$ cat src/clns_pkg.sv
// ============================================================================
// clns_pkg
// Shared types, codes and constants of the character LCD nibble sequencer.
// ============================================================================
package clns_pkg;

    typedef enum logic [2:0] {
        MODE_CHAR   = 3'd0,
        MODE_CMD    = 3'd1,
        MODE_INIT   = 3'd2,
        MODE_CURSOR = 3'd3,
        MODE_FLAG   = 3'd4,
        MODE_SCROLL = 3'd5,
        MODE_BLIGHT = 3'd6,
        MODE_BUTTON = 3'd7
    } t_mode;

    typedef enum logic [1:0] {
        WR_BL    = 2'd0,
        WR_PLAIN = 2'd1,
        WR_NIB   = 2'd2,
        WR_BTN   = 2'd3
    } t_wr;

    localparam logic [1:0] PORT_NONE = 2'd0;
    localparam logic [1:0] PORT_B    = 2'd1;
    localparam logic [1:0] PORT_AB   = 2'd2;

    localparam logic [1:0] PH_SETUP  = 2'd0;
    localparam logic [1:0] PH_STROBE = 2'd1;
    localparam logic [1:0] PH_HOLD   = 2'd2;

    localparam logic [3:0] INIT_LAST_IDX = 4'd11;
    localparam logic [3:0] BYTE_LAST_IDX = 4'd1;

    localparam logic [12:0] WAIT_NONE   = 13'd0;
    localparam logic [12:0] WAIT_STROBE = 13'd1;
    localparam logic [12:0] WAIT_SETTLE = 13'd100;
    localparam logic [12:0] WAIT_WAKE   = WAIT_SETTLE + 13'd4500;
    localparam logic [12:0] WAIT_WAKE3  = WAIT_SETTLE + 13'd150;
    localparam logic [12:0] WAIT_CLEAR  = WAIT_SETTLE + 13'd2000;

    localparam logic [7:0] CMD_CLEAR     = 8'h01;
    localparam logic [7:0] CMD_ENTRY     = 8'h04;
    localparam logic [7:0] ENTRY_LEFT    = 8'h02;
    localparam logic [7:0] CMD_DISP_CTRL = 8'h08;
    localparam logic [7:0] CMD_FUNC_SET  = 8'h28;
    localparam logic [7:0] CMD_DDRAM     = 8'h80;
    localparam logic [7:0] ROW1_OFFSET   = 8'h40;
    localparam logic [7:0] INIT_PORT_B   = 8'h01;

    localparam logic [2:0] FLAG_DISPLAY = 3'b100;
    localparam logic [7:0] DISP_INIT    = CMD_DISP_CTRL | {5'd0, FLAG_DISPLAY};
    localparam logic [7:0] ENTRY_INIT   = CMD_ENTRY | ENTRY_LEFT;

    localparam logic [3:0] WAKE_NIB   = 4'h3;
    localparam logic [3:0] WAKE_4BIT  = 4'h2;

    typedef struct packed {
        logic       accept;
        logic       emit;
        t_wr        wr;
        logic       init;
        logic [3:0] idx;
        logic [1:0] ph;
        logic       last;
    } t_cmd;

    typedef struct packed {
        logic out_free;
    } t_stat;

    function automatic logic [3:0] init_nib(input logic [3:0] idx);
        logic [3:0] v;
        case (idx)
            4'd0, 4'd1, 4'd2: v = WAKE_NIB;
            4'd3:             v = WAKE_4BIT;
            4'd4:             v = CMD_FUNC_SET[7:4];
            4'd5:             v = CMD_FUNC_SET[3:0];
            4'd6:             v = DISP_INIT[7:4];
            4'd7:             v = DISP_INIT[3:0];
            4'd8:             v = CMD_CLEAR[7:4];
            4'd9:             v = CMD_CLEAR[3:0];
            4'd10:            v = ENTRY_INIT[7:4];
            4'd11:            v = ENTRY_INIT[3:0];
            default:          v = 4'h0;
        endcase
        return v;
    endfunction

    function automatic logic [12:0] init_wait(input logic [3:0] idx);
        logic [12:0] w;
        case (idx)
            4'd0, 4'd1: w = WAIT_WAKE;
            4'd2:       w = WAIT_WAKE3;
            4'd9:       w = WAIT_CLEAR;
            default:    w = WAIT_SETTLE;
        endcase
        return w;
    endfunction

endpackage

$ cat src/clns_ctrl.sv
// ============================================================================
// clns_ctrl
// Sequencer that steps through the port writes of each request.
// ============================================================================
module clns_ctrl
    import clns_pkg::*;
(
    input  logic  i_clk,
    input  logic  i_rst_n,
    input  logic  i_valid,
    input  logic  [2:0] i_mode,
    input  t_stat i_stat,
    output logic  o_ready,
    output t_cmd  o_cmd
);

    typedef enum logic [4:0] {
        ST_IDLE  = 5'b00001,
        ST_BL    = 5'b00010,
        ST_PLAIN = 5'b00100,
        ST_NIB   = 5'b01000,
        ST_BTN   = 5'b10000
    } t_state;

    t_state     r_state, n_state;
    logic       r_init, n_init;
    logic [3:0] r_idx, n_idx;
    logic [1:0] r_ph, n_ph;
    logic [3:0] w_last_idx;

    assign w_last_idx = r_init ? INIT_LAST_IDX : BYTE_LAST_IDX;
    assign o_ready    = (r_state == ST_IDLE);

    always_comb begin
        n_state = r_state;
        n_init  = r_init;
        n_idx   = r_idx;
        n_ph    = r_ph;
        o_cmd        = '0;
        o_cmd.wr     = WR_NIB;
        o_cmd.init   = r_init;
        o_cmd.idx    = r_idx;
        o_cmd.ph     = r_ph;
        case (r_state)
            ST_IDLE: begin
                if (i_valid) begin
                    o_cmd.accept = 1'b1;
                    n_idx = 4'd0;
                    n_ph  = PH_SETUP;
                    n_init = 1'b0;
                    case (t_mode'(i_mode))
                        MODE_INIT: begin
                            n_state = ST_BL;
                            n_init  = 1'b1;
                        end
                        MODE_BLIGHT: n_state = ST_BL;
                        MODE_BUTTON: n_state = ST_BTN;
                        default:     n_state = ST_NIB;
                    endcase
                end
            end
            ST_BL: begin
                o_cmd.wr = WR_BL;
                if (i_stat.out_free) begin
                    o_cmd.emit = 1'b1;
                    if (r_init) begin
                        n_state = ST_PLAIN;
                    end else begin
                        o_cmd.last = 1'b1;
                        n_state = ST_IDLE;
                    end
                end
            end
            ST_PLAIN: begin
                o_cmd.wr = WR_PLAIN;
                if (i_stat.out_free) begin
                    o_cmd.emit = 1'b1;
                    n_state = ST_NIB;
                end
            end
            ST_NIB: begin
                if (i_stat.out_free) begin
                    o_cmd.emit = 1'b1;
                    if (r_ph == PH_HOLD) begin
                        n_ph = PH_SETUP;
                        if (r_idx == w_last_idx) begin
                            o_cmd.last = 1'b1;
                            n_state = ST_IDLE;
                        end else begin
                            n_idx = r_idx + 4'd1;
                        end
                    end else begin
                        n_ph = r_ph + 2'd1;
                    end
                end
            end
            ST_BTN: begin
                o_cmd.wr = WR_BTN;
                if (i_stat.out_free) begin
                    o_cmd.emit = 1'b1;
                    o_cmd.last = 1'b1;
                    n_state = ST_IDLE;
                end
            end
            default: n_state = ST_IDLE;
        endcase
    end

    always_ff @(posedge i_clk) begin
        if (!i_rst_n) begin
            r_state <= ST_IDLE;
            r_init  <= 1'b0;
            r_idx   <= 4'd0;
            r_ph    <= PH_SETUP;
        end else begin
            r_state <= n_state;
            r_init  <= n_init;
            r_idx   <= n_idx;
            r_ph    <= n_ph;
        end
    end

endmodule

$ cat src/clns_dp.sv
// ============================================================================
// clns_dp
// Port latches, display flags, request operands and the output word register.
// ============================================================================
module clns_dp
    import clns_pkg::*;
(
    input  logic        i_clk,
    input  logic        i_rst_n,
    input  t_cmd        i_cmd,
    input  logic [2:0]  i_mode,
    input  logic [7:0]  i_data_byte,
    input  logic [7:0]  i_row,
    input  logic [7:0]  i_col,
    input  logic [1:0]  i_flag_select,
    input  logic        i_flag_on,
    input  logic [2:0]  i_backlight_level,
    input  logic [7:0]  i_button_pins,
    input  logic        i_ready,
    output t_stat       o_stat,
    output logic        o_valid,
    output logic [1:0]  o_port,
    output logic [7:0]  o_gpio_a,
    output logic [7:0]  o_gpio_b,
    output logic [12:0] o_wait_us,
    output logic [4:0]  o_buttons,
    output logic        o_last
);

    logic [7:0]  r_pa, r_pb;
    logic [2:0]  r_flags, n_flags;
    logic        r_auto, n_auto;
    logic [7:0]  r_byte, n_byte;
    logic        r_rs;
    logic [2:0]  r_lvl;
    logic [4:0]  r_btn;
    logic        r_valid;
    logic [1:0]  r_port;
    logic [7:0]  r_gpio_a, r_gpio_b;
    logic [12:0] r_wait;
    logic [4:0]  r_buttons;
    logic        r_last;

    logic [1:0]  w_port;
    logic [7:0]  w_a, w_b;
    logic [12:0] w_wait;
    logic [4:0]  w_btn;
    logic [3:0]  w_nib;
    logic [12:0] w_hold_wait;
    logic [7:0]  w_row_off;

    assign o_stat.out_free = !r_valid || i_ready;
    assign w_row_off = i_row[0] ? ROW1_OFFSET : 8'h00;

    always_comb begin
        n_flags = r_flags;
        n_auto  = r_auto;
        n_byte  = i_data_byte;
        case (t_mode'(i_mode))
            MODE_INIT: begin
                n_flags = FLAG_DISPLAY;
                n_auto  = 1'b0;
            end
            MODE_CURSOR: n_byte = CMD_DDRAM | (i_col + w_row_off);
            MODE_FLAG: begin
                case (i_flag_select)
                    2'd0:    n_flags[2] = i_flag_on;
                    2'd1:    n_flags[1] = i_flag_on;
                    2'd2:    n_flags[0] = i_flag_on;
                    default: n_flags = r_flags;
                endcase
                n_byte = CMD_DISP_CTRL | {5'd0, n_flags};
            end
            MODE_SCROLL: begin
                n_auto = i_flag_on;
                n_byte = ENTRY_INIT | {7'd0, i_flag_on};
            end
            default: n_byte = i_data_byte;
        endcase
    end

    assign w_nib = i_cmd.init ? init_nib(i_cmd.idx)
                              : (i_cmd.idx[0] ? r_byte[3:0] : r_byte[7:4]);
    assign w_hold_wait = i_cmd.init ? init_wait(i_cmd.idx) : WAIT_SETTLE;

    always_comb begin
        w_port = PORT_B;
        w_a    = 8'h00;
        w_b    = 8'h00;
        w_wait = WAIT_NONE;
        w_btn  = 5'd0;
        case (i_cmd.wr)
            WR_BL: begin
                w_port = PORT_AB;
                w_a    = {~r_lvl[1], ~r_lvl[0], r_pa[5:0]};
                w_b    = {r_pb[7:1], ~r_lvl[2]};
            end
            WR_PLAIN: w_b = INIT_PORT_B;
            WR_NIB: begin
                w_b = {r_rs, 1'b0, (i_cmd.ph == PH_STROBE),
                       w_nib[0], w_nib[1], w_nib[2], w_nib[3], r_pb[0]};
                w_wait = (i_cmd.ph == PH_HOLD) ? w_hold_wait : WAIT_STROBE;
            end
            WR_BTN: begin
                w_port = PORT_NONE;
                w_btn  = r_btn;
            end
            default: w_port = PORT_NONE;
        endcase
    end

    always_ff @(posedge i_clk) begin
        if (!i_rst_n) begin
            r_pa    <= 8'h00;
            r_pb    <= 8'h00;
            r_flags <= 3'd0;
            r_auto  <= 1'b0;
            r_valid <= 1'b0;
        end else begin
            if (i_cmd.accept) begin
                r_flags <= n_flags;
                r_auto  <= n_auto;
            end
            if (i_cmd.emit) begin
                r_valid <= 1'b1;
                if (w_port != PORT_NONE) begin
                    r_pb <= w_b;
                end
                if (w_port == PORT_AB) begin
                    r_pa <= w_a;
                end
            end else if (i_ready) begin
                r_valid <= 1'b0;
            end
        end
    end

    always_ff @(posedge i_clk) begin
        if (i_cmd.accept) begin
            r_byte <= n_byte;
            r_rs   <= (t_mode'(i_mode) == MODE_CHAR);
            r_lvl  <= (t_mode'(i_mode) == MODE_INIT) ? 3'b111 : i_backlight_level;
            r_btn  <= ~i_button_pins[4:0];
        end
        if (i_cmd.emit) begin
            r_port    <= w_port;
            r_gpio_a  <= w_a;
            r_gpio_b  <= w_b;
            r_wait    <= w_wait;
            r_buttons <= w_btn;
            r_last    <= i_cmd.last;
        end
    end

    assign o_valid   = r_valid;
    assign o_port    = r_port;
    assign o_gpio_a  = r_gpio_a;
    assign o_gpio_b  = r_gpio_b;
    assign o_wait_us = r_wait;
    assign o_buttons = r_buttons;
    assign o_last    = r_last;

endmodule

$ cat src/char_lcd_nibble_sequencer_top.sv
// ============================================================================
// char_lcd_nibble_sequencer_top
// Turns display requests into timed port-expander writes for a 4-bit LCD.
// ============================================================================
// A byte request yields six words, one per cycle when the output is taken.
// Init yields 38 words, backlight and button reads one word each.
// The sequencer leaves idle on acceptance and then emits the words into the output
// register; it returns to idle, ready for the next request, as the last word is
// registered, so it takes no new request while one is still being emitted.
// Synchronous active-low reset clears latches, flags and the sequencer.
module char_lcd_nibble_sequencer_top
    import clns_pkg::*;
(
    input  logic        i_clk,
    input  logic        i_rst_n,
    input  logic        i_valid,
    output logic        o_ready,
    input  logic [2:0]  i_mode,
    input  logic [7:0]  i_data_byte,
    input  logic [7:0]  i_row,
    input  logic [7:0]  i_col,
    input  logic [1:0]  i_flag_select,
    input  logic        i_flag_on,
    input  logic [2:0]  i_backlight_level,
    input  logic [7:0]  i_button_pins,
    output logic        o_valid,
    input  logic        i_ready,
    output logic [1:0]  o_port,
    output logic [7:0]  o_gpio_a,
    output logic [7:0]  o_gpio_b,
    output logic [12:0] o_wait_us,
    output logic [4:0]  o_buttons,
    output logic        o_last
);

    t_cmd  w_cmd;
    t_stat w_stat;

    clns_ctrl u_ctrl (
        .i_clk   (i_clk),
        .i_rst_n (i_rst_n),
        .i_valid (i_valid),
        .i_mode  (i_mode),
        .i_stat  (w_stat),
        .o_ready (o_ready),
        .o_cmd   (w_cmd)
    );

    clns_dp u_dp (
        .i_clk             (i_clk),
        .i_rst_n           (i_rst_n),
        .i_cmd             (w_cmd),
        .i_mode            (i_mode),
        .i_data_byte       (i_data_byte),
        .i_row             (i_row),
        .i_col             (i_col),
        .i_flag_select     (i_flag_select),
        .i_flag_on         (i_flag_on),
        .i_backlight_level (i_backlight_level),
        .i_button_pins     (i_button_pins),
        .i_ready           (i_ready),
        .o_stat            (w_stat),
        .o_valid           (o_valid),
        .o_port            (o_port),
        .o_gpio_a          (o_gpio_a),
        .o_gpio_b          (o_gpio_b),
        .o_wait_us         (o_wait_us),
        .o_buttons         (o_buttons),
        .o_last            (o_last)
    );

    a_btn_only_on_read: assert property (@(posedge i_clk) disable iff (!i_rst_n)
        o_valid && (o_port != PORT_NONE) |-> (o_buttons == 5'd0))
        else $error("button bits set on a port write");

    a_ab_no_wait: assert property (@(posedge i_clk) disable iff (!i_rst_n)
        o_valid && (o_port == PORT_AB) |-> (o_wait_us == WAIT_NONE))
        else $error("backlight write carries a hold time");

    a_strobe_wait: assert property (@(posedge i_clk) disable iff (!i_rst_n)
        o_valid && o_gpio_b[5] |-> (o_wait_us == WAIT_STROBE) && (o_port == PORT_B))
        else $error("enable-high write with wrong hold time");

    a_strobe_not_last: assert property (@(posedge i_clk) disable iff (!i_rst_n)
        o_valid && o_last |-> !o_gpio_b[5])
        else $error("request ended with enable high");

endmodule
$ cat config.mk
export PLATFORM = sky130hd
export DESIGN_NAME = char_lcd_nibble_sequencer_top
export DESIGN_NICKNAME = d
export VERILOG_FILES = /design/src/clns_pkg.sv /design/src/clns_ctrl.sv /design/src/clns_dp.sv /design/src/char_lcd_nibble_sequencer_top.sv
export SDC_FILE = /design/constraint.sdc
export NUM_CORES = 1
export LEC_CHECK = 0
export ABC_AREA = 1
export BUFFER_PORTS_ARGS = -buffer_cell sky130_fd_sc_hd__buf_2
export CORE_AREA = 2 2 85 87
export CTS_CLUSTER_SIZE = 24
export DETAILED_ROUTE_END_ITERATION = 8
export DIE_AREA = 0 0 87 89
export HOLD_SLACK_MARGIN = 0.06
export PLACE_DENSITY = 0.83
export SETUP_SLACK_MARGIN = 0.05
export SLEW_MARGIN = 10
export SYNTH_ARGS = -nofsm -noshare
export SYNTH_HDL_FRONTEND = slang
export SYNTH_SLANG_ARGS = --single-unit
$ cat constraint.sdc
create_clock -name i_clk -period 3.1 [get_ports i_clk]
set_input_delay 0.93 -clock i_clk [delete_from_list [all_inputs] [get_ports i_clk]]
set_output_delay 0.93 -clock i_clk [all_outputs]
set_load 0.1 [all_outputs]
# Word-level counts from Yosys, hierarchy flattened
# Memory sizes are Yosys's and may differ from the RTL's. A register that Yosys moved wholly into a read port is not among the register bits.
# Cells that the tools add are included.
[classes]
add_sub_neg = 3
multipliers = 0
div = 0
order_cmp = 0
n_eq_ne = 31
shift = 0
muxes = 50
bitwise = 4
reduce_logical = 22
[ops]
columns = ["operator", "n"]
rows = [
  ["$pmux 8 s3", 2],
  ["$pmux 13 s3", 1],
  ["$mux 4", 9],
  ["$mux 5", 7],
  ["$pmux 5 s5", 1],
  ["$mux 1", 16],
  ["$mux 7", 2],
  ["$eq 3x3->1 const B", 4],
  ["$ne 2x1->1 const B", 6],
  ["$eq 2x2->1 const B", 5],
  ["$pmux 5 s2", 1],
  ["$reduce_and 2->1", 5],
  ["$mux 8", 1],
  ["$pmux 2 s2", 2],
  ["$pmux 4 s2", 1],
  ["$reduce_bool 2->1", 4],
  ["$add 7x7->7", 1],
  ["$reduce_and 7->1", 1],
  ["$eq 2x1->1 const B", 3],
  ["$eq 3x2->1 const B", 2],
  ["$mux 2", 3],
  ["$pmux 2 s3", 1],
  ["$pmux 3 s2", 1],
  ["$reduce_and 3->1", 2],
  ["other kinds (24)", 29],
]
[word_totals]
regBits = 84
latch_bits = 0
ramBits = 0
romBits = 64
out_inout_bits = 39
memories = 1
[memory_table]
columns = ["name", "depth", "width", "rd", "rd_ports_with_merged_regs", "wr", "line_no", "rtl"]
rows = [
  ["(no name shown)", 16, 4, 1, 1, 0, "clns_pkg.sv:75", "case (idx)"],
]

# Logic depth before layout (Yosys ltp)
# Gate-level depths: netlist (run 1).
[depth]
ltp_word = 8
ltp_mapped = 14
depth_no_buf = 14

# Modules after synthesis
# From an unflattened synthesis (run 1), not the netlist that was laid out.
[unflattened]
hier_cells = 432
area_unflattened_um2 = 3782.4
[modules_own_cells]
columns = ["module", "n_inst", "cells_per_inst", "area_each_um2", "seq_area_each_um2"]
rows = [
  ["clns_dp", 1, 304, 2976.6, 1861.8],
  ["clns_ctrl", 1, 128, 805.8, 240.2],
]

# Worst setup path after synthesis (run 1)
# No wires, ideal clock.
[synth_path]
path_type = "reg-to-output"
from = "reg, netlist name u_dp.o_wait_us[8]"
to = "out o_wait_us[12]"
t_arrival_ns = 1.347
required_ns = 2.170
slack_ns = 0.823
stages_incl_launch_ff = 2
n_path_buf = 1
path_cell_list = "edfxtp_1 -> buf_4"
[synth_lines]
columns = ["element", "line_no", "rtl"]
rows = [
  ["end, declared", "char_lcd_nibble_sequencer_top.sv:31", "output logic [12:0] o_wait_us,"],
]

# Worst setup path in the final report (run 1)
[layout_path]
from = "reg u_ctrl.r_state[0]"
to = "out o_ready"
[layout_between]
elab_chain_cells = 1
[layout_lines]
columns = ["element", "line_no", "rtl"]
rows = [
  ["start, declared", "clns_ctrl.sv:25", "t_state r_state, n_state;"],
  ["start signal, assigned", "clns_ctrl.sv:116", "r_state <= n_state;"],
  ["$eq 5x1->1", "clns_ctrl.sv:32", "assign o_ready = (r_state == ST_IDLE);"],
  ["end, declared", "char_lcd_nibble_sequencer_top.sv:17", "output logic o_ready,"],
]
# Every way passes these cells.

==> impl_metrics.csv, run 1 <==
group,metric,value,unit
synth,synth_top_area_frac,0.388,
timing,finalSetupTns,0,ps
global_routing,grt_most_used_layer,"met2",
global_routing,grtUsageTotal,0.196,
synth,avgSynthCellArea,9.64,um^2
power_and_ir_drop,p_sw_frac,0.501,
timing,tightest_slew,572,ps
synth,netlist_area,3870,um^2
cells_and_area,final_layout_size_suffix_gt1_frac,0.278,
routing,drc,0,
place,place_inst,546,
hold_path,min_path_cells,2,
synth,synthArstFlopShare,0,
synth,ys_top_cells_by_area,"edfxtp_1, dfxtp_1, nand2_1, inv_1, nor2_1",
power_and_ir_drop,switchingPower,2.55,mW
global_routing,grtUsageMet3,0.0323,
cts,tritoncts,"built",
floorplan,dieArea,7740,um^2
floorplan,fp.dieH,89,um
worst_setup_path,path_class,"reg2out",
power_and_ir_drop,peakVddDrop,397,uV
cts,clkSlewWorstSetupHoldPaths,100,ps
cells_and_area,postLayoutCoreUtil,0.672,
timing,slew_violations,0,
timing,hold_viol,0,
run,maxCapViolations,0,
synth,synth.largest_area_cell,"edfxtp_1",
routing,drt_iter0_markers,164,
outcome,status,"complete, no violations",
timing,post-route-period-util,0.836,
place,place.gp.congestion,0.825,
power_and_ir_drop,p_per_area,1130,nW/um^2
synth,synth_cell_types,44,
routing,avgRoutedWirePerCell,12.7,um
power_and_ir_drop,power_frac_clock,0.162,
routing,firstDrtPassIters,4,
worst_setup_path,endpoint_kind,"output port",
worst_setup_path,r2r_cells,8,
synth,ys_seq_area_frac,0.564,
synth,synth_ff_type,"edfxtp_1",
global_routing,use_met1,0.249,
worst_setup_path,arrival,1660,ps
timing,max_freq,386,MHz
cts,cts_resized,0,
global_routing,grt_pass1_vias,2615,
place,port_buffers,70,
cells_and_area,area_growth,16.7,%
worst_setup_path,setup.worst_path.start_class,"flop",
timing,slew_headroom,0.619,
cts,htreeDepth,3,
synth,yosys_warnings,0,
power_and_ir_drop,pwr-share-seq,0.348,
cts,clkLatencyLatePin,350,ps
routing,vias_per_cell,5.17,
place,dp_hpwl,5.26,mm
floorplan,fp.dieW,87,um
timing,whs,431,ps
hold_path,min_path_type,"reg2reg",
routing,finalWirelength,7.13,mm
cells_and_area,final_nets,526,
cts,postCtsSetupRepairBufs,0,
power_and_ir_drop,combPwrFrac,0.490,
worst_setup_path,cp_max_fo,8,
timing,finClkSkew,9.59,ps
timing,fin_crit,2590,ps
synth,synthCells,401,
cells_and_area,fin_cells,562,
global_routing,grt_overflow,0,
cts,clockBufferDepth,2,
cts,root_buffer,"clkbuf_8",
floorplan,start_util,0.576,
floorplan,rows,30,
synth,synth-edff-count,50,
power_and_ir_drop,p_leak,1.97,nW
global_routing,globalRouteMet2Util,0.333,
cts,cts_buffers,9,
cells_and_area,diodes,0,
global_routing,grt_max_degree,27,
global_routing,antenna_found_initial,0,
routing,detail-route-antenna-nets,0,
cts,hold_buffers,0,
timing,grt_setup_unrepaired,"false",
worst_setup_path,required,2170,ps
cts,cts_sinks,84,
timing,finalSetupViolations,0,
floorplan,core_area,6720,um^2
floorplan,ioPinCount,84,
routing,vias,2903,
synth,synth-seq-cells,84,
power_and_ir_drop,p_int,2.54,mW
global_routing,grt_pass1_wl,11.8,mm
[cell usage in the layout (no fill, tap or decap), types with 3 or more instances in the layout]
cell | Yosys | final
nor2_8 | 3 | 3
clkbuf_8 | 0 | 9
nand3_4 | 5 | 5
nand3_2 | 3 | 3
nor2_2 | 6 | 6
inv_2 | 6 | 6
nand3b_1 | 3 | 3
a22o_1 | 3 | 3
buf_4 | 4 | 4
nor2_4 | 3 | 3
o21ai_0 | 16 | 16
edfxtp_1 | 50 | 50
a21oi_1 | 19 | 19
nor2_1 | 43 | 43
nand3_1 | 18 | 18
inv_1 | 56 | 56
ha_1 | 4 | 4
nand2_4 | 4 | 4
nand2_2 | 5 | 5
nand2_1 | 70 | 70
dfxtp_1 | 34 | 34
a211oi_1 | 4 | 4
or2_2 | 4 | 4
nor3_1 | 6 | 6
buf_2 | 3 | 70
clkinv_1 | 4 | 4
[cells by family after synthesis]
group | count (synthesis) | share of synthesized area
buf+inv | 77 | 0.0809
simple gates | 178 | 0.251
other cells | 1 | 0.000970
flops | 84 | 0.564
fa+ha+maj | 4 | 0.0129
compound gates | 57 | 0.0896
[path summary, 6_finish.rpt]
| check | slack [ps] | endpoint | start |
|---|---|---|---|
| worst min-delay path | 430 | u_dp.r_pa[5] | u_dp.r_pa[5] |
| worst max-delay path | 510 | o_ready | u_ctrl.r_state[0] |
| worst max register to register | 920 | u_dp.r_pb[6] | u_ctrl.r_state[2] |
| worst min register to register | 430 | u_dp.r_pa[5] | u_dp.r_pa[5] |
[state kept, by name, indices dropped and copies added, names as in the netlist, 2 cells and up, named ones only]
register	cells
u_ctrl.r_idx	4
u_ctrl.r_ph	2
u_ctrl.r_state	5
u_dp.o_buttons	5
u_dp.o_gpio_a	8
u_dp.o_gpio_b	8
u_dp.o_port	2
u_dp.o_wait_us	9
u_dp.r_btn	5
u_dp.r_byte	8
u_dp.r_flags	3
u_dp.r_lvl	3
u_dp.r_pa	6
u_dp.r_pb	8
[power by group through the flow]
stage	clock, mW	sequential [mW]	combinational [mW]
6_report	0.824	1.77	2.49
5_1_grt	0.878	1.80	2.66
4_1_cts	0.831	1.77	2.50
3_5_place_dp	0	1.79	2.48
3_3_place_gp	0	1.78	2.42
2_1_floorplan	0	2.57	1.27
[through the flow]
stage               setup WS [ps]  area (um^2)  total power [mW]
global route                  403         4510              5.35
global placement              742         4300              4.20
CTS                           502         4510              5.10
finish                        508         4510              5.09
floorplan                     823         3870              3.84
detailed placement            699         4300              4.27
[routing by layer]
layer | vias up | part of all wire
li1 | 1474 | -
met1 | 1333 | 0.42
met2 | 86 | 0.52
met3 | 10 | 0.050
met4 | 0 | 0.011
met5 | - | 0
[cell type report]
cell class | instances | area, um^2
multi-input cells | 241 | 1380
well taps | 80 | 100
clock inverters | 7 | 93.8
repair buffers | 74 | 380
flip-flops and latches | 84 | 2180
inverters | 67 | 256
clock buffers | 9 | 124
fillers | 514 | 2210
[worst max-delay path, cell delays in order (launching register included)]
cell	delay (ps)
dfxtp_1	380
inv_1	60
nor2_1	170
nand3_4	200
inv_1	80
buf_2	420
[synth_stat cells (2+ instances only)]
cell type	instances
nand2_1	70
inv_1	56
edfxtp_1	50
nor2_1	43
dfxtp_1	34
a21oi_1	19
nand3_1	18
o21ai_0	16
inv_2	6
nor2_2	6
nor3_1	6
nand2_2	5
nand3_4	5
a211oi_1	4
buf_4	4
clkinv_1	4
ha_1	4
nand2_4	4
or2_2	4
a22o_1	3
buf_2	3
clkbuf_1	3
nand3_2	3
nand3b_1	3
nor2_4	3
nor2_8	3
a31oi_1	2
o2111ai_1	2
o211ai_1	2
o21ai_1	2
(Power assumes the default switching activity.)
==> run 2: changes to the inputs <==
- CORE_AREA: 2 2 85 87 -> 2 2 92 94
- DIE_AREA: 0 0 87 89 -> 0 0 94 96
- PLACE_DENSITY: 0.83 -> 0.75
- clock period: 3.1 -> 2.2 ns (I/O delays scaled with it)
==> run 2 against run 1 <==
  * Clock skew is 6.7 ps higher
  * Final cell count increased by 5.5%
  * Flip-flop and latch count is the same
  * Total power is 44% higher
  * Critical path type unchanged
==> impl_metrics.csv, run 2 (synthesis results as in run 1) <==
group,metric,value,unit
outcome,status,"complete, no violations",
global_routing,grt_overflow,0,
floorplan,core_area,8050,um^2
global_routing,antenna_found_initial,0,
timing,slew_violations,0,
run,maxCapViolations,0,
worst_setup_path,required,1540,ps
cts,cts_sinks,84,
cts,htreeDepth,3,
worst_setup_path,crit_start,"u_ctrl.r_state[0]",
worst_setup_path,crit_slowest_cell,"dfxtp_1",
power_and_ir_drop,switchingPower,3.62,mW
worst_setup_path,setup.worst_path.start_class,"flop",
cells_and_area,largest_reg_flops,9,
timing,post-route-period-util,0.915,
routing,vias,2919,
power_and_ir_drop,pwr-share-seq,0.341,
worst_setup_path,path_depth,5,
timing,finClkSkew,16.3,ps
timing,hold_viol,0,
worst_setup_path,r2r_setup_slack,400,ps
worst_setup_path,cp_top_family,"flip-flops",
worst_setup_path,crit_chain,"inv_1, nor2_1, nand3_4, inv_1, buf_12",
routing,finalWirelength,7.41,mm
floorplan,fp.dieH,96,um
global_routing,use_met1,0.222,
cts,cts_buffers,9,
global_routing,grt_pass1_wl,12.0,mm
power_and_ir_drop,p_int,3.69,mW
timing,tightest_slew,565,ps
cells_and_area,final_nets,532,
worst_setup_path,cp_max_fo,3,
cts,clkLatencyLatePin,360,ps
cts,tritoncts,"built",
cells_and_area,layout_commonest_cell,"nand2_1",
timing,finalSetupTns,0,ps
routing,detail-route-antenna-nets,0,
worst_setup_path,path_common_cell,"inv_1",
worst_setup_path,path_class,"reg2out",
power_and_ir_drop,p_sw_frac,0.495,
floorplan,rows,33,
place,dp_hpwl,5.52,mm
worst_setup_path,r2r_cells,13,
routing,firstDrtPassIters,4,
power_and_ir_drop,power_frac_clock,0.159,
floorplan,fp.dieW,94,um
global_routing,grt_max_degree,21,
floorplan,dieArea,9020,um^2
power_and_ir_drop,p_leak,2.01,nW
cells_and_area,final_cell_mix,"nand2_1, buf_2, inv_1",
worst_setup_path,r2r-start,"u_ctrl.r_idx[0]",
cts,clockBufferDepth,2,
floorplan,start_util,0.480,
routing,drt_iter0_markers,143,
global_routing,grtUsageMet3,0.0360,
cts,clkSlewWorstSetupHoldPaths,90,ps
global_routing,grtUsageTotal,0.173,
cells_and_area,final_layout_size_suffix_gt1_frac,0.289,
routing,avgRoutedWirePerCell,12.5,um
timing,max_freq,497,MHz
routing,vias_per_cell,4.92,
cells_and_area,area_growth,19.1,%
timing,finalSetupViolations,0,
power_and_ir_drop,combPwrFrac,0.501,
timing,fin_crit,2010,ps
floorplan,ioPinCount,84,
place,place.gp.congestion,0.807,
power_and_ir_drop,p_per_area,1590,nW/um^2
timing,slew_headroom,0.623,
worst_setup_path,arrival,1350,ps
power_and_ir_drop,power.total,7.31,mW
worst_setup_path,crit_end,"o_ready",
worst_setup_path,worst-path-buf-inv,3,
worst_setup_path,cp_slowest_stage_delay,380,ps
cells_and_area,diodes,0,
worst_setup_path,endpoint_kind,"output port",
routing,drc,0,
cts,root_buffer,"clkbuf_8",
timing,grt_setup_unrepaired,"false",
global_routing,grt_most_used_layer,"met2",
global_routing,grt_pass1_vias,2638,
global_routing,globalRouteMet2Util,0.288,
hold_path,min_path_type,"reg2reg",
cts,cts_resized,0,
power_and_ir_drop,peakVddDrop,1110,uV
place,port_buffers,70,
run 2: cell count changes in the layout (fill, tap and decap cells not counted):
cell      change
dfxtp_2       +1
dfxtp_1       -1
clkinv_4      +1
buf_4         +6
buf_12        +1
inv_6         -1
buf_2         -1
run 2: worst min path at each step:
stage                       from  slack (ps)           end  cells after the start
finish              u_dp.r_pa[1]         430  u_dp.r_pa[1]                      2
global route        u_dp.r_pa[4]         450  u_dp.r_pa[4]                      2
CTS                 u_dp.r_pa[1]         430  u_dp.r_pa[1]                      2
detailed placement  u_dp.r_pa[1]         420  u_dp.r_pa[1]                      2
global placement    u_dp.r_pa[2]         410  u_dp.r_pa[2]                      2
floorplan           u_dp.r_pa[0]         410  u_dp.r_pa[0]                      2
run 2: what timing repair did:
item	in CTS	in global routing
hold buffers	0	0
setup buffers	1	0
setup endpoints to repair	1	0
run 2: metal layers:
metal | wire (um) | share of wire | vias up
met2 | 3650 | 0.49 | 91
met4 | 111 | 0.015 | 0
met1 | 3220 | 0.43 | 1334
met3 | 430 | 0.058 | 11
li1 | - | - | 1483
met5 | 0 | 0 | -
run 2: layout make-up:
class	count	area, um^2
fill	713	3450
inverter	67	256
timing repair buffer	80	440
multi-input combinational	241	1380
sequential	84	2180
tap	105	131
clock buffer	9	124
clock inverter	7	93.8
run 2: worst min-delay path: cells and delay by family, from the launching register on:
| family | cells | cell delay (ps) |
|---|---|---|
| flip-flops | 1 | 320 |
| AND/OR/NAND/NOR | 1 | 50 |
| buffers and inverters | 1 | 30 |
run 2: power groups by stage:
stage / clock [mW] / sequential (mW) / combinational [mW]
after floorplan: 0 / 3.62 / 1.79
after global placement: 0 / 2.51 / 3.54
after detailed placement: 0 / 2.53 / 3.63
after CTS: 1.18 / 2.49 / 3.67
after global routing: 1.25 / 2.53 / 3.92
final: 1.16 / 2.49 / 3.66
run 2: metrics by stage:
stage                      util  setup WS [ps]  cells  hold slack [ps]  instance area, um^2
after floorplan               -            193    402              407                 3870
after global placement    0.544            203    576              414                 4380
after detailed placement  0.544            141    576              418                 4380
after CTS                 0.572            170    593              432                 4610
after global routing      0.572           88.9    593              452                 4610
final                     0.572            187    593              433                 4610
==> run 3: changes to the inputs <==
- PLACE_DENSITY: 0.75 -> 0.82
==> run 3 against run 2 <==
  * Global-route usage hardly changed
  * Non-clock buffer count increased by 1
  * Clock-buffer cell count is the same
  * Sequential power about the same
  * Worst hold slack hardly changed
  * Fmax up 0.95%
  * Die area did not move
  * Design area barely moved
  * Largest power group unchanged
  * Utilization hardly changed
  * Sequential share of layout area is essentially flat
  * Routed wire length down 0.26%
==> impl_metrics.csv, run 3 (synthesis results as in run 1) <==
group,metric,value,unit
global_routing,grt_overflow,0,
worst_setup_path,crit_slowest_cell,"dfxtp_1",
worst_setup_path,r2r-start,"u_ctrl.r_state[2]",
routing,drt_iter0_markers,182,
floorplan,fp.dieH,96,um
cts,cts_resized,0,
cts,cts_sinks,84,
global_routing,grt_max_degree,20,
cells_and_area,regArea,2180,um^2
floorplan,dieArea,9020,um^2
cts,root_buffer,"clkbuf_8",
place,place.gp.congestion,0.855,
cells_and_area,final_cell_mix,"nand2_1, buf_2, inv_1",
floorplan,start_util,0.480,
cts,clkSlewWorstSetupHoldPaths,90,ps
routing,finalWirelength,7.39,mm
cts,clockBufferDepth,2,
place,port_buffers,70,
worst_setup_path,r2r_cells,8,
floorplan,ioPinCount,84,
hold_path,min_path_cells,2,
routing,firstDrtPassIters,5,
worst_setup_path,path_class,"reg2out",
global_routing,grt_pass1_wl,11.9,mm
cts,clkLatencyLatePin,370,ps
cells_and_area,final_nets,533,
floorplan,rows,33,
timing,finalSetupTns,0,ps
timing,finalSetupViolations,0,
global_routing,antenna_found_initial,0,
timing,tightest_slew,559,ps
power_and_ir_drop,peakVddDrop,1320,uV
global_routing,grt_pass1_vias,2616,
routing,drc,0,
power_and_ir_drop,p_leak,2.01,nW
floorplan,core_area,8050,um^2
timing,post-route-period-util,0.906,
timing,fin_crit,1990,ps
worst_setup_path,arrival,1330,ps
worst_setup_path,crit_start,"u_ctrl.r_state[0]",
worst_setup_path,required,1540,ps
worst_setup_path,cp_slowest_stage_delay,370,ps
run,maxCapViolations,0,
power_and_ir_drop,p_per_area,1580,nW/um^2
routing,avgRoutedWirePerCell,12.4,um
worst_setup_path,path_common_cell,"inv_1",
worst_setup_path,r2r_end,"u_ctrl.r_state[0]",
cells_and_area,diodes,0,
hold_path,hold_start,"u_dp.r_pa[0]",
cells_and_area,area_growth,19.2,%
power_and_ir_drop,power.total,7.27,mW
floorplan,fp.dieW,94,um
routing,vias_per_cell,4.97,
cells_and_area,final_layout_size_suffix_gt1_frac,0.290,
timing,grt_setup_unrepaired,"false",
worst_setup_path,cp_max_fo,3,
timing,finClkSkew,11.5,ps
worst_setup_path,crit_chain,"inv_1, nor2_1, nand3_4, inv_1, buf_12",
outcome,status,"complete, no violations",
worst_setup_path,endpoint_kind,"output port",
cts,tritoncts,"built",
place,dp_hpwl,5.39,mm
timing,slew_violations,0,
cells_and_area,fillers,677,
timing,slew_headroom,0.627,
cells_and_area,multi_input_area,1380,um^2
global_routing,grtUsageTotal,0.173,
cts,cts_buffers,9,
routing,detail-route-antenna-nets,0,
worst_setup_path,r2r_setup_slack,260,ps
worst_setup_path,setup.worst_path.start_class,"flop",
hold_path,whs_endpoint,"u_dp.r_pa[0]",
hold_path,min_path_type,"reg2reg",
timing,hold_viol,0,
cells_and_area,layout_commonest_cell,"nand2_1",
timing,max_freq,501,MHz
cts,htreeDepth,3,
cells_and_area,largest_reg_flops,9,
routing,vias,2954,
==> run 3: cell count changes in the layout (fill, tap and decap cells not counted) <==
cell        previous run  this run
buf_12                 1         2
bufinv_16              1         0
clkinv_4               2         3
clkinvlp_4             1         0
inv_8                  2         3
==> run 3: worst max path at each step <==
stage	end	slack, ps	cells past startpoint
after global routing	u_dp.r_pb[6]	120	9
after global placement	u_dp.r_byte[1]	280	8
final	o_ready	210	5
after CTS	o_ready	190	5
after floorplan	o_wait_us[12]	190	1
after detailed placement	u_dp.r_byte[0]	220	8
==> run 3: timing repair <==
action | in CTS | in global routing
hold endpoints to repair | 0 | 0
setup buffers | 2 | 0
hold buffers | 0 | 0
setup endpoints to repair | 1 | 0
==> run 3: power by group <==
part,total (mW),internal (mW),switching (mW)
logic,3.70,0.875,2.83
registers,2.49,2.29,0.197
clock network,1.08,0.451,0.630
==> run 3: layout make-up <==
cell class / count / area share
Timing Repair Buffer: 81 / 0.0999
Tap cell: 105 / 0.0285
Sequential cell: 84 / 0.474
Clock inverter: 7 / 0.0166
Multi-Input combinational cell: 241 / 0.299
Inverter: 67 / 0.0557
Clock buffer: 9 / 0.0269
==> run 3: metal layers <==
layer / up-vias / global-route usage / routed length, um
met5: - / 0 / 0
met4: 0 / 0.0870 / 171
met3: 16 / 0.0423 / 499
met2: 108 / 0.276 / 3550
met1: 1344 / 0.220 / 3170
li1: 1486 / - / -
==> run 3: metrics by stage <==
step | cell area (um^2) | utilization | instances | setup slack [ps] | hold slack (ps)
floorplan | 3870 | - | 402 | 193 | 407
global placement | 4390 | 0.546 | 576 | 281 | 414
detailed placement | 4390 | 0.546 | 576 | 224 | 420
CTS | 4610 | 0.572 | 594 | 194 | 434
global route | 4610 | 0.572 | 594 | 118 | 461
finish | 4610 | 0.572 | 594 | 206 | 433
==> run 3: worst max-delay path, delay by kind of cell, from the launching register on <==
family	cells	cell delay (ps)
DFF	1	370
and+or+nand+nor	2	260
buffers and inverters	3	340
